**src/pdcm_pkg.sv**
```systemverilog
package pdcm_pkg;

  localparam int DUTY_W    = 14;
  localparam int TIMEOUT_W = 20;

  localparam logic [DUTY_W-1:0]    FULL_SCALE    = 14'd10000;
  localparam logic [TIMEOUT_W-1:0] TIMEOUT_RESET = 20'd7000;

  localparam int PADDR_W = 3;
  localparam int PDATA_W = 32;

  localparam logic [0:0] REG_IDLE_TIMEOUT = 1'b0;

  typedef logic [DUTY_W-1:0] duty_t;

endpackage

```
**src/pdcm_regs.sv**
```systemverilog
module pdcm_regs (
  input  logic                          clk,
  input  logic                          rst,
  input  logic                          psel,
  input  logic                          penable,
  input  logic                          pwrite,
  input  logic [pdcm_pkg::PADDR_W-1:0]  paddr,
  input  logic [pdcm_pkg::PDATA_W-1:0]  pwdata,
  output logic [pdcm_pkg::PDATA_W-1:0]  prdata,
  output logic                          pready,
  output logic [pdcm_pkg::TIMEOUT_W-1:0] idle_timeout_ticks
);
  import pdcm_pkg::*;

  logic wr_en;
  logic sel_timeout;

  assign pready      = 1'b1;
  assign sel_timeout = (paddr[PADDR_W-1:2] == REG_IDLE_TIMEOUT);
  assign wr_en       = psel && penable && pwrite && pready && sel_timeout;

  always_ff @(posedge clk) begin
    if (rst) begin
      idle_timeout_ticks <= TIMEOUT_RESET;
    end else if (wr_en) begin
      idle_timeout_ticks <= pwdata[TIMEOUT_W-1:0];
    end
  end

  always_comb begin
    if (sel_timeout) begin
      prdata = PDATA_W'(idle_timeout_ticks);
    end else begin
      prdata = '0;
    end
  end

endmodule

```
**src/pdcm_ratio.sv**
```systemverilog
module pdcm_ratio #(
  parameter int COUNT_WIDTH = 32
) (
  input  logic                   clk,
  input  logic                   rst,
  input  logic                   start,
  input  logic [COUNT_WIDTH-1:0] high,
  input  logic [COUNT_WIDTH-1:0] period,
  output logic                   done,
  output pdcm_pkg::duty_t        duty
);
  import pdcm_pkg::*;

  localparam int W = COUNT_WIDTH + DUTY_W;

  localparam logic [2:0] S_IDLE = 3'd0;
  localparam logic [2:0] S_CMP  = 3'd1;
  localparam logic [2:0] S_MUL  = 3'd2;
  localparam logic [2:0] S_DIV  = 3'd3;
  localparam logic [2:0] S_FIN  = 3'd4;

  localparam logic [3:0] LAST_BIT = 4'(DUTY_W - 1);

  logic [2:0]             state;
  logic [3:0]             k;
  logic [W-1:0]           acc;
  logic [COUNT_WIDTH-1:0] rem;
  logic [DUTY_W-1:0]      num_lo;
  logic [DUTY_W-1:0]      quo;
  logic [COUNT_WIDTH-1:0] op_high;
  logic [COUNT_WIDTH-1:0] op_period;

  // shared add/subtract unit
  logic [W-1:0] op_a;
  logic [W-1:0] op_b;
  logic         sub;
  logic [W:0]   sum;
  logic         ge;

  always_comb begin
    op_a = '0;
    op_b = '0;
    sub  = 1'b1;
    case (state)
      S_CMP: begin
        op_a = W'(op_high);
        op_b = W'(op_period);
      end
      S_MUL: begin
        op_a = {acc[W-2:0], 1'b0};
        op_b = FULL_SCALE[k] ? W'(op_high) : '0;
        sub  = 1'b0;
      end
      S_DIV: begin
        op_a = W'({rem, num_lo[DUTY_W-1]});
        op_b = W'(op_period);
      end
      default: begin
        op_a = '0;
      end
    endcase
  end

  assign sum = {1'b0, op_a} + {1'b0, (sub ? ~op_b : op_b)} + (W+1)'(sub);
  assign ge  = sum[W];

  assign done = (state == S_FIN);
  assign duty = quo;

  always_ff @(posedge clk) begin
    if (rst) begin
      state <= S_IDLE;
      k     <= '0;
    end else begin
      case (state)
        S_IDLE: begin
          if (start) begin
            state <= S_CMP;
          end
        end
        S_CMP: begin
          k <= LAST_BIT;
          if (ge) begin
            state <= S_FIN;
          end else begin
            state <= S_MUL;
          end
        end
        S_MUL: begin
          if (k == '0) begin
            k     <= LAST_BIT;
            state <= S_DIV;
          end else begin
            k <= k - 4'd1;
          end
        end
        S_DIV: begin
          if (k == '0) begin
            state <= S_FIN;
          end else begin
            k <= k - 4'd1;
          end
        end
        S_FIN: begin
          state <= S_IDLE;
        end
        default: begin
          state <= S_IDLE;
        end
      endcase
    end
  end

  always_ff @(posedge clk) begin
    case (state)
      S_IDLE: begin
        if (start) begin
          op_high   <= high;
          op_period <= period;
        end
      end
      S_CMP: begin
        acc <= '0;
        // high >= period clamps to full scale
        if (ge) begin
          quo <= FULL_SCALE;
        end
      end
      S_MUL: begin
        acc <= sum[W-1:0];
        if (k == '0) begin
          rem    <= sum[W-1:DUTY_W];
          num_lo <= sum[DUTY_W-1:0];
        end
      end
      S_DIV: begin
        rem    <= ge ? sum[COUNT_WIDTH-1:0] : {rem[COUNT_WIDTH-2:0], num_lo[DUTY_W-1]};
        num_lo <= {num_lo[DUTY_W-2:0], 1'b0};
        quo    <= {quo[DUTY_W-2:0], ge};
      end
      default: begin
        acc <= acc;
      end
    endcase
  end

endmodule

```
**src/pwm_duty_cycle_meter.sv**
```systemverilog
// PWM duty-cycle meter: one word per timer tick, one result word per tick.
// Tick without a measurement: accept moves to the output state, which registers the result, then back to idle.
// Falling edge: the result is set by the shared adder of the ratio unit
// (1 compare, 14 multiply, 14 divide steps); high >= period clamps to full scale after the compare.
// in_ready is low while a tick is in work; a stalled output holds the block in its output state.
// Synchronous active-high reset clears counters, duty and level, sets the timeout to 7000.
module pwm_duty_cycle_meter #(
  parameter int COUNT_WIDTH = 32
) (
  input  logic                          clk,
  input  logic                          rst,
  input  logic                          in_valid,
  output logic                          in_ready,
  input  logic                          pin_level,
  output logic                          out_valid,
  input  logic                          out_ready,
  output logic [pdcm_pkg::DUTY_W-1:0]   duty_hundredths,
  output logic                          new_measurement,
  output logic                          stuck_flag,
  input  logic                          psel,
  input  logic                          penable,
  input  logic                          pwrite,
  input  logic [pdcm_pkg::PADDR_W-1:0]  paddr,
  input  logic [pdcm_pkg::PDATA_W-1:0]  pwdata,
  output logic [pdcm_pkg::PDATA_W-1:0]  prdata,
  output logic                          pready
);
  import pdcm_pkg::*;

  localparam int CMP_W = (COUNT_WIDTH > TIMEOUT_W) ? COUNT_WIDTH : TIMEOUT_W;

  localparam logic [1:0] S_IDLE = 2'd0;
  localparam logic [1:0] S_CALC = 2'd1;
  localparam logic [1:0] S_OUT  = 2'd2;

  logic [TIMEOUT_W-1:0]   idle_timeout_ticks;
  logic [1:0]             state;
  logic                   previous_level;
  logic [COUNT_WIDTH-1:0] high_ticks;
  logic [COUNT_WIDTH-1:0] period_ticks;
  logic [COUNT_WIDTH-1:0] idle_ticks;
  duty_t                  duty_value;
  logic                   fresh;
  logic                   stuck;

  logic [COUNT_WIDTH-1:0] high_next;
  logic [COUNT_WIDTH-1:0] period_next;
  logic [COUNT_WIDTH-1:0] idle_next;
  logic [COUNT_WIDTH-1:0] high_inc;
  logic [COUNT_WIDTH-1:0] period_inc;
  logic [COUNT_WIDTH-1:0] idle_inc;
  logic                   rising;
  logic                   falling;
  logic                   timeout;
  logic                   measure;
  logic                   accept;
  logic                   out_free;
  logic                   ratio_done;
  duty_t                  ratio_duty;

  pdcm_regs u_regs (
    .clk                (clk),
    .rst                (rst),
    .psel               (psel),
    .penable            (penable),
    .pwrite             (pwrite),
    .paddr              (paddr),
    .pwdata             (pwdata),
    .prdata             (prdata),
    .pready             (pready),
    .idle_timeout_ticks (idle_timeout_ticks)
  );

  pdcm_ratio #(
    .COUNT_WIDTH (COUNT_WIDTH)
  ) u_ratio (
    .clk    (clk),
    .rst    (rst),
    .start  (accept && measure),
    .high   (high_inc),
    .period (period_inc),
    .done   (ratio_done),
    .duty   (ratio_duty)
  );

  assign in_ready = (state == S_IDLE);
  assign accept   = in_valid && in_ready;
  assign out_free = !out_valid || out_ready;

  assign high_inc   = (&high_ticks)   ? high_ticks   : high_ticks + COUNT_WIDTH'(1);
  assign period_inc = (&period_ticks) ? period_ticks : period_ticks + COUNT_WIDTH'(1);
  assign idle_inc   = (&idle_ticks)   ? idle_ticks   : idle_ticks + COUNT_WIDTH'(1);

  assign rising  = pin_level && !previous_level;
  assign falling = !pin_level && previous_level;
  assign measure = falling && (period_inc != '0);

  always_comb begin
    high_next   = rising  ? '0 : high_inc;
    period_next = falling ? '0 : period_inc;
    idle_next   = (rising || falling) ? '0 : idle_inc;
  end

  assign timeout = CMP_W'(idle_next) > CMP_W'(idle_timeout_ticks);

  always_ff @(posedge clk) begin
    if (rst) begin
      state          <= S_IDLE;
      previous_level <= 1'b0;
      high_ticks     <= '0;
      period_ticks   <= '0;
      idle_ticks     <= '0;
      duty_value     <= '0;
      out_valid      <= 1'b0;
    end else begin
      if ((state == S_OUT) && out_free) begin
        out_valid <= 1'b1;
      end else if (out_valid && out_ready) begin
        out_valid <= 1'b0;
      end
      case (state)
        S_IDLE: begin
          if (accept) begin
            previous_level <= pin_level;
            high_ticks     <= high_next;
            period_ticks   <= period_next;
            idle_ticks     <= idle_next;
            if (timeout) begin
              duty_value <= pin_level ? FULL_SCALE : '0;
            end
            state <= measure ? S_CALC : S_OUT;
          end
        end
        S_CALC: begin
          if (ratio_done) begin
            duty_value <= ratio_duty;
            state      <= S_OUT;
          end
        end
        S_OUT: begin
          if (out_free) begin
            state <= S_IDLE;
          end
        end
        default: begin
          state <= S_IDLE;
        end
      endcase
    end
  end

  always_ff @(posedge clk) begin
    if (accept) begin
      fresh <= measure;
      stuck <= timeout;
    end
    if ((state == S_OUT) && out_free) begin
      duty_hundredths <= duty_value;
      new_measurement <= fresh;
      stuck_flag      <= stuck;
    end
  end

endmodule
```
**config.mk**
```make
export PLATFORM = sky130hd
export DESIGN_NAME = pwm_duty_cycle_meter
export DESIGN_NICKNAME = d
export VERILOG_FILES = /design/src/pdcm_pkg.sv /design/src/pdcm_regs.sv /design/src/pdcm_ratio.sv /design/src/pwm_duty_cycle_meter.sv
export SDC_FILE = /design/constraint.sdc
export NUM_CORES = 1
export LEC_CHECK = 0
export ABC_CLOCK_PERIOD_IN_PS = 13100
export BUFFER_PORTS_ARGS = -buffer_cell sky130_fd_sc_hd__buf_2
export CAP_MARGIN = 20
export CORE_UTILIZATION = 50
export DETAILED_ROUTE_END_ITERATION = 16
export GPL_ROUTABILITY_DRIVEN = 1
export GPL_TIMING_DRIVEN = 1
export PLACE_DENSITY_LB_ADDON = 0.08
export SETUP_SLACK_MARGIN = 0.1
export SLEW_MARGIN = 0
export SYNTH_ARGS = -nofsm -noshare
export SYNTH_HDL_FRONTEND = slang
export SYNTH_HIERARCHICAL = 1
export SYNTH_SLANG_ARGS = --single-unit
export TNS_END_PERCENT = 50
```
**constraint.sdc**
```tcl
create_clock -name clk -period 13.1 [get_ports clk]
set_input_delay 0.655 -clock clk [delete_from_list [all_inputs] [get_ports clk]]
set_output_delay 0.655 -clock clk [all_outputs]
set_load 0.05 [all_outputs]
```
* Word-level counts from Yosys, hierarchy flattened
Memory sizes are Yosys's and may differ from the RTL's. A register that Yosys moved wholly into a read port is not among the register bits. Cells that the tools add are included.
Word-level totals: register bits after elaboration 328, bits in read-only memories 16, input bits 43, output and inout port bits 51, memories kept 1
Operators by class: add/sub/neg operators 6, $lt $le $gt $ge 2, equality and inequality tests 15, muxes and demuxes 43, bitwise logic cells 2, reductions and logical operators 37
Memories:
- (no name shown) | words 16, width 1, read ports 1, clocked after Yosys merged registers in 1, wr ports 0, line pdcm_ratio.sv:51 | op_b = FULL_SCALE[k] ? W'(op_high) : '0;
Operator list (count):
- two-way mux 32 bit | 9
- one-hot mux 46 bit (3 select lines) | 1
- adder 32 x 1 -> 32 bit (second input constant) | 3
- AND reduction 32 bit | 3
- one-hot mux 46 bit (2 select lines) | 1
- one-hot mux 45 bit (2 select lines) | 1
- two-way mux 14 bit | 6
- one-hot mux 14 bit (2 select lines) | 3
- one-hot mux 32 bit (2 select lines) | 1
- adder 46 x 46 -> 47 bit | 1
- adder 47 x 1 -> 47 bit | 1
- two-way mux 46 bit | 1
- inverter 46 bit | 1
- > comparator 32 x 20 -> 1 bit | 1
- nonzero test 32 bit | 1
- two-way mux 20 bit | 1
- two-way mux 4 bit | 4
- two-way mux 3 bit | 4
- inequality test 2 x 1 -> 1 bit (second input constant) | 6
- one-hot mux 3 bit (4 select lines) | 1
- one-hot mux 4 bit (3 select lines) | 1
- logical AND 1 bit | 10
- AND reduction 2 bit | 5
- nonzero test 2 bit | 5
- other kinds (21) | 34

* Logic depth before layout (Yosys ltp)
Gate-level depths: netlist of run 1.
word-level depth 10, depth in mapped cells 22

* Hierarchy
The synthesis of run 1 kept the hierarchy.
By module, submodules not included:
- pdcm_ratio | times used 1, cells each 1040, area an instance 10405.0 um^2
- pwm_duty_cycle_meter | times used 1, cells each 1082, area an instance 8443.1 um^2
- pdcm_regs | times used 1, cells each 125, area an instance 1129.8 um^2

* Worst setup path after synthesis of run 1
Ideal clock, no wire load.
path kind reg-to-reg, start register period_ticks[1], end register u_ratio.op_high[0], enable pin, arrival 9.294 ns, path slack 3.140 ns, cell stages (with the launch flop) 15, period minus slack after synthesis 9.960 ns, path through dfxtp_1 -> ha_1 -> and2_1 -> buf_6 -> and4_4 -> buf_6 -> and3_2 -> clkbuf_1 -> or4b_1 -> clkbuf_1 -> mux2i_1 -> or3_1 -> nor4_4 -> nor3_1 -> nor4b_1
Between the ends: word-level cells in the longest chain between the ends 6, elaborated cells between the ends (all ways) 7
Ends and longest elaborated chain:
- from (decl) | line pwm_duty_cycle_meter.sv:40 | logic [COUNT_WIDTH-1:0] period_ticks;
- from (signal assigned) | line pwm_duty_cycle_meter.sv:126 | period_ticks <= period_next;
- adder 32 x 1 -> 32 bit or AND reduction 32 bit (tied branches) | line pwm_duty_cycle_meter.sv:91 | assign period_inc = (&period_ticks) ? period_ticks : period_ticks + COUNT_WIDTH'(1);
- two-way mux 32 bit (*) | line pwm_duty_cycle_meter.sv:91
- nonzero test 32 bit (*) | line pwm_duty_cycle_meter.sv:96 | assign measure = falling && (period_inc != '0);
- logical AND 1 bit (*) | line pwm_duty_cycle_meter.sv:96
- logical AND 1 bit (*) | line pwm_duty_cycle_meter.sv:79 | .start (accept && measure),
- AND reduction 2 bit (no source line) (*)
- to (signal assigned) | line pdcm_ratio.sv:118 | op_high <= high;
- to (decl) | line pdcm_ratio.sv:30 | logic [COUNT_WIDTH-1:0] op_high;
Every way passes the cells marked *; elsewhere a longest branch is shown, timed or not. A chain may end at the register's enable or synchronous reset.

* Worst setup path after layout of run 1
start register u_ratio.state[2], end register u_ratio.rem[13] (data pin)
Between the ends: word-level cells in the longest chain between the ends 9, elaborated cells between the ends (all ways) 14
Ends and longest elaborated chain:
- from (decl) | line pdcm_ratio.sv:24 | logic [2:0] state;
- from (signal assigned) | line pdcm_ratio.sv:72 | state <= S_IDLE;
- from (signal assigned) | line pdcm_ratio.sv:78 | state <= S_CMP;
- from (signal assigned) | line pdcm_ratio.sv:84 | state <= S_FIN;
- equality test 3 x 2 -> 1 bit or equality test 3 x 1 -> 1 bit (tied branches) | line pdcm_ratio.sv:44, pdcm_ratio.sv:115
- OR reduction 2 bit (no source line)
- one-hot mux 46 bit (2 select lines) | line pdcm_ratio.sv:44 | case (state)
- inverter 46 bit | line pdcm_ratio.sv:64 | assign sum = {1'b0, op_a} + {1'b0, (sub ? ~op_b : op_b)} + (W+1)'(sub);
- two-way mux 46 bit | line pdcm_ratio.sv:64
- adder 46 x 46 -> 47 bit | line pdcm_ratio.sv:64
- adder 47 x 1 -> 47 bit | line pdcm_ratio.sv:64
- two-way mux 32 bit, on equally long branches | line pdcm_ratio.sv:137, pdcm_ratio.sv:131
- one-hot mux 32 bit (2 select lines) (*) | line pdcm_ratio.sv:115 | case (state)
- to (signal assigned) | line pdcm_ratio.sv:132 | rem <= sum[W-1:DUTY_W];
- to (signal assigned) | line pdcm_ratio.sv:137 | rem <= ge ? sum[COUNT_WIDTH-1:0] : {rem[COUNT_WIDTH-2:0], num_lo[DUTY_W-1]};
- to (decl) | line pdcm_ratio.sv:27 | logic [COUNT_WIDTH-1:0] rem;
Every way passes the cells marked *; elsewhere a longest branch is shown, timed or not. The select of a mux whose other input is x is not followed.

==> results of run 1 <==
[placed cells by master, fill, tap and decap left out, types with 54 or more instances in the layout]
cell type and instances:
dfxtp_1 140, nor2_1 277, nand2b_1 63, ha_1 59
buf_2 65, nand2_1 222, a21oi_1 208, o21ai_0 102
mux2i_1 65, edfxtp_1 187, xor2_1 54, xnor2_1 68
[worst register-to-register path, stage by stage (launching register included)]
cell and delay [ns]:
dfxtp_2 0.31, buf_4 0.50, and2b_1 0.46, and2_1 0.26
inv_2 0.04, buf_4 0.69, a21oi_1 0.08, a21oi_1 0.18
ha_1 0.33, nor2_1 0.10, a21oi_2 0.24, o211ai_2 0.19
a211oi_2 0.41, o21ai_2 0.15, a211oi_4 0.46, buf_4 0.48
nand2b_1 0.18, o211ai_1 0.09, a21boi_1 0.18
[routing by layer]
metal  global-route usage (%)  vias to the layer above  part of all wire, %
met5                        0                        -                    0
met4                     9.17                        0                  2.7
met3                     4.31                       77                  6.3
met2                     42.4                      475                   45
met1                     36.6                     7965                   46
li1                         -                     7999                    -
[cell families (layout without fill, tap and decap cells)]
kind of cell | Yosys count | in the layout | share of synthesized area [%]
xor+xnor | 122 | 122 | 5.35
mux | 69 | 69 | 3.48
buf+inv | 220 | 215 | 5.32
compound gates | 534 | 534 | 17.0
other cells | 2 | 13 | 0.0376
fa+ha+maj | 60 | 60 | 3.80
simple gates | 911 | 911 | 22.7
flops | 329 | 329 | 42.3
[registers in the layout (all words and copies together), names as in the netlist, 2 cells and up, named ones only]
signal                     cells
duty_hundredths               14
duty_value                    14
high_ticks                    32
idle_ticks                    32
period_ticks                  32
state                          2
u_ratio/acc                   45
u_ratio/duty                  14
u_ratio/k                      4
u_ratio/num_lo                14
u_ratio/op_high               32
u_ratio/op_period             32
u_ratio/rem                   32
u_ratio/state                  3
u_regs/idle_timeout_ticks     20
[per-stage QoR]
stage	hold slack, ns	area, sq um
final	0.356	21700
after CTS	0.328	21700
after floorplan	0.400	20000
after detailed placement	0.416	20400
after global placement	0.418	20400
after global routing	0.348	21700
[layout make-up]
class                           count  area, sq um
Clock inverter                     16          199
Fill cell                        3578        17300
Sequential cell                   329         8460
Clock buffer                       55         1110
Multi-Input combinational cell   1709        10500
Inverter                           52          195
Tap cell                          518          648
Timing Repair Buffer               92          536
[final timing paths]
kind	end	cells after the start
setup / recovery	u_ratio/rem[13]	18
hold / removal	u_regs/idle_timeout_ticks[4]	3
setup reg to reg	u_ratio/rem[13]	18
hold reg to reg	new_measurement	0
==> impl_results.md, run 1 <==
- Status: complete, no violations
- Seq/Total Area, Yosys: a little over two fifths
- Crit path launch type: register
- Cell taking the most area after synthesis: edfxtp_1
- Most area-consuming cells after synthesis: edfxtp_1 28%, dfxtp_1 14%, nor2_1 5.2%
- DIE WIDTH: 202 um
- Critical Path AT: 5.88 ns
- Num rows: 72
- CTS tree: done
- Final Critical Period: 5.60 ns
- Post-synth EDFFs: 187
- Vias per cell: 5.96
- Crit Path Max Fanout: 77
- # port buffers: 66
- TritonCTS Buffers: 39
- DRC: 0
- Setup TNS: 0 ns
- Asr flop ratio synth: 0%
- Clk_skew: 0.0301 ns
- Longest Clk Path Bufs: 3
- Commonest cells post-synth: 279 x nor2_1, 223 x nand2_1, 209 x a21oi_1
- Cts hold-fix bufs: 0
- Synthesis Warnings: 6
- Die Area: 0.0408 sq mm
- Critical Path Slowest Stage Cell: buf_4
- Root Driver: clkbuf_16
- #FFs+latches synth: 329
- Synth unique cells: 101
- Post-place setup slack: 7.57 ns
- Largest net degree at the start of global routing: 83
- Cell Area, Synth: 0.0200 sq mm
- Via count of the first global-routing pass: 15700
- Cell Chain, Critical Path: buf_4 > and2b_1 > and2_1 > inv_2 > buf_4 > a21oi_1 > a21oi_1 > ha_1 > nor2_1 > a21oi_2 > o211ai_2 > a211oi_2 > o21ai_2 > a211oi_4 > buf_4 > nand2b_1 > o211ai_1 > a21boi_1
- Max Clock Freq: 178 MHz
- Avg Inst Size Synth: roughly 9 sq um
- CP dominant cell by count: buf_4
- Area Growth Syn to Fin: 8.59%
- Critical path class: reg2reg
- CP Buf/Inv Count: 4
- Final Max Slew Viols: 0
- Top Ports: 94
- Via count: 16500
- H-tree Lvls: 2
- CP max stage delay: 0.69 ns
- Max-cap violations: 0
- DRT iter0 DRCs: 1384
- Antenna diodes: 0
- Dpl cells: 2700
- Total track usage: 26.6%
- Relative slew slack: a little under a third
- WL/cell: between 15 and 20 um
- Setup violators final: 0
- Dpl hpwl: 37200 um
- Most frequent cell after synthesis: nor2_1
- Delay-heaviest family, CP: compound AO/OA/AOI/OAI gates
- Worst Path Required: roughly 13 ns
- Number of setup buffers added after CTS: 0
- Sink Count: 329
- Finished Layout Cells: 2771
- First-pass GRT wire length: 86200 um
- Clk Latency, worst-skew pair: 0.56 ns
- Post-Syn Instances: approximately 2200
- Final Hold Viols: 0
- Pre-antenna DRT Iters: 5
- Grt total ovfl: 0
- Nets: around 2300
- Antenna violations before repair: 0
- Share of layout cells above drive strength 1: 10.0%
- Final core occ: 55.6%
- RD Place Congestion: a little over 0.9
- CTS clk-pin slew, worst paths: 0.06 ns
- Crit. Startpoint: u_ratio/state[2]
- Worst Hold Class: in2reg
- Post-Route WL: 54800 um
- Die height: around 200 um
- CP Capture Type: register
- Hold path start: pwdata[4]
- Post-CTS sizing: 0
- Actual slew at the worst max-slew pin: about 1.0 ns
- Core area: 0.0390 sq mm
- Most common flop cell mapped by yosys: edfxtp_1
- Worst R2R Setup Slack: 7.50 ns
- Antenna-violating nets left: 0
- Tcrit/Tclk final: 42.8%
- RSZ-0062 raised after global routing: no
- Top cell type's share of synthesized area: 28.1%
- Starting Density: 51.2%
- Final setup margin: between 7 and 8 ns
- Worst r2r src: u_ratio/state[2]
Power of run 1 is left out: the tool's default activity adds up to more than one toggle a clock period on the data nets, which glitch-free logic cannot reach.
==> run 2, diff against run 1 <==
--- a/config.mk
+++ b/config.mk
@@ -5,7 +5,7 @@
 export SDC_FILE = /design/constraint.sdc
 export NUM_CORES = 1
 export LEC_CHECK = 0
-export ABC_CLOCK_PERIOD_IN_PS = 13100
+export ABC_CLOCK_PERIOD_IN_PS = 5800
 export BUFFER_PORTS_ARGS = -buffer_cell sky130_fd_sc_hd__buf_2
 export CAP_MARGIN = 20
 export CORE_UTILIZATION = 50
==> constraint.sdc (replaced) <==
create_clock -name clk -period 5.8 [get_ports clk]
set_input_delay 0.29 -clock clk [delete_from_list [all_inputs] [get_ports clk]]
set_output_delay 0.29 -clock clk [all_outputs]
set_load 0.05 [all_outputs]
==> impl_results.md, run 2 (same netlist as run 1, synthesis figures left out) <==
- Delay-heaviest family, CP: simple AND/OR/NAND/NOR gates
- Setup violators final: 0
- RD Place Congestion: 0.943
- Post-DP Area: between 0.02 and 0.025 sq mm
- Pre-antenna DRT Iters: 7
- Relative slew slack: 30.8%
- Core area: between 0.03 and 0.04 sq mm
- Clk Latency, worst-skew pair: about 0.56 ns
- Multi-input gate area: 0.0106 sq mm
- Post-route cell area: between 0.02 and 0.025 sq mm
- CP Buf/Inv Count: 0
- Final core occ: between 50% and 60%
- Post-CTS sizing: 0
- Crit Path Max Fanout: 10
- Longest Clk Path Bufs: 3
- Antenna violations before repair: 0
- Max FFs per register: 45
- Dpl hpwl: around 40000 um
- Storage cell area: 0.00846 sq mm
- Most frequent cells in the layout: 277 x nor2_1, 222 x nand2_1, 208 x a21oi_1, 187 x edfxtp_1, 140 x dfxtp_1
- Nets: 2358
- Via count: 16800
- Area Growth Syn to Fin: 10.1%
- Critical Path Slowest Stage Cell: a41oi_2
- Worst Hold Class: in2reg
- Starting Density: about half
- Finished Layout Cells: 2802
- Critical path class: reg2reg
- Setup TNS: 0 ns
- Sink Count: roughly 330
- Critical Path AT: 5.74 ns
- First-pass GRT wire length: 88200 um
- Die Area: 0.0408 sq mm
- Grt total ovfl: 0
- CP max stage delay: around 0.55 ns
- Fillers: roughly 3500
- Antenna-violating nets left: 0
- Largest net degree at the start of global routing: 77
- Total track usage: between 20% and 30%
- Clk_skew: 0.0181 ns
- Dpl cells: 2713
- Post-Route WL: 56300 um
- CTS tree: done
- Via count of the first global-routing pass: 15800
- H-tree Lvls: 2
- Worst Path Required: 6.30 ns
- Max-cap violations: 0
- Cell Chain, Critical Path: and4_1 > nand4_1 > or4_1 > nand4_1 > o21ai_0 > a21oi_1 > ha_1 > a21oi_1 > o21ai_1 > a2111o_1 > or4_1 > a21o_1 > or4_1 > a41oi_2 > a22o_1
- TritonCTS Buffers: 39
- Most common cell after layout, fill and taps aside: nor2_1
- Status: complete, no violations
- CTS clk-pin slew, worst paths: 0.06 ns
- DRC: 0
- DIE WIDTH: about 200 um
- CP dominant cell by count: or4_1
- WL/cell: 20.1 um
- Max Clock Freq: roughly 190 MHz
- Die height: 202 um
- Actual slew at the worst max-slew pin: between 1 and 1.5 ns
- # port buffers: 66
- Tcrit/Tclk final: 90.4%
- Crit path launch type: register
- Final Hold Viols: 0
- Root Driver: clkbuf_16
- DRT iter0 DRCs: ~1400
- Final Max Slew Viols: 0
- Share of layout cells above drive strength 1: 10.3%
- Num rows: 72
- Worst R2R Setup Slack: 0.56 ns
- Final Critical Period: 5.24 ns
- Number of setup buffers added after CTS: 0
- Antenna diodes: 0
- Top Ports: between 90 and 100
- CP Capture Type: register
- Largest Register: u_ratio/acc
- RSZ-0062 raised after global routing: no
- Vias per cell: 6.00
run 2: worst min-delay path, delay by kind of cell:
kind          cells  cell delay (ns)
buf+inv           1             0.10
simple gates      1             0.07
mux               1             0.07
run 2: layout make-up:
type                    count  area share (%)
inverters                  52           0.888
clock buffers              59            5.01
multi-input cells        1709            48.0
well taps                 518            2.95
flip-flops and latches    329            38.5
clock inverters            11           0.728
repair buffers            124            3.94
run 2: repair_timing:
| item | 4_1_cts | 5_1_grt |
|---|---|---|
| hold buffers | 18 | 0 |
| hold endpoints to repair | 18 | 0 |
| setup endpoints to repair | 0 | 0 |
run 2: through the flow:
stage                     setup slack (ns)  hold WS [ns]
after floorplan                      0.578         0.400
after detailed placement             0.657         0.415
final                                0.558        0.0319
after CTS                            0.592       0.00690
after global placement               0.705         0.418
after global routing                 0.271        0.0270
run 2: worst paths after layout:
kind                                     start                            end  depth (start not counted)
worst min register to register           fresh                new_measurement                          0
worst max register to register  idle_ticks[24]                  duty_value[2]                         15
worst max-delay path            idle_ticks[24]                  duty_value[2]                         15
worst min-delay path                pwdata[10]  u_regs/idle_timeout_ticks[10]                          3
run 2: routing by layer:
layer | global-route usage, % | part of all wire (%)
met1 | 38.0 | 46
met2 | 43.3 | 45
met3 | 4.19 | 5.7
met4 | 9.42 | 3.0
met5 | 0 | 0
Power of run 2 is left out for the same reason.
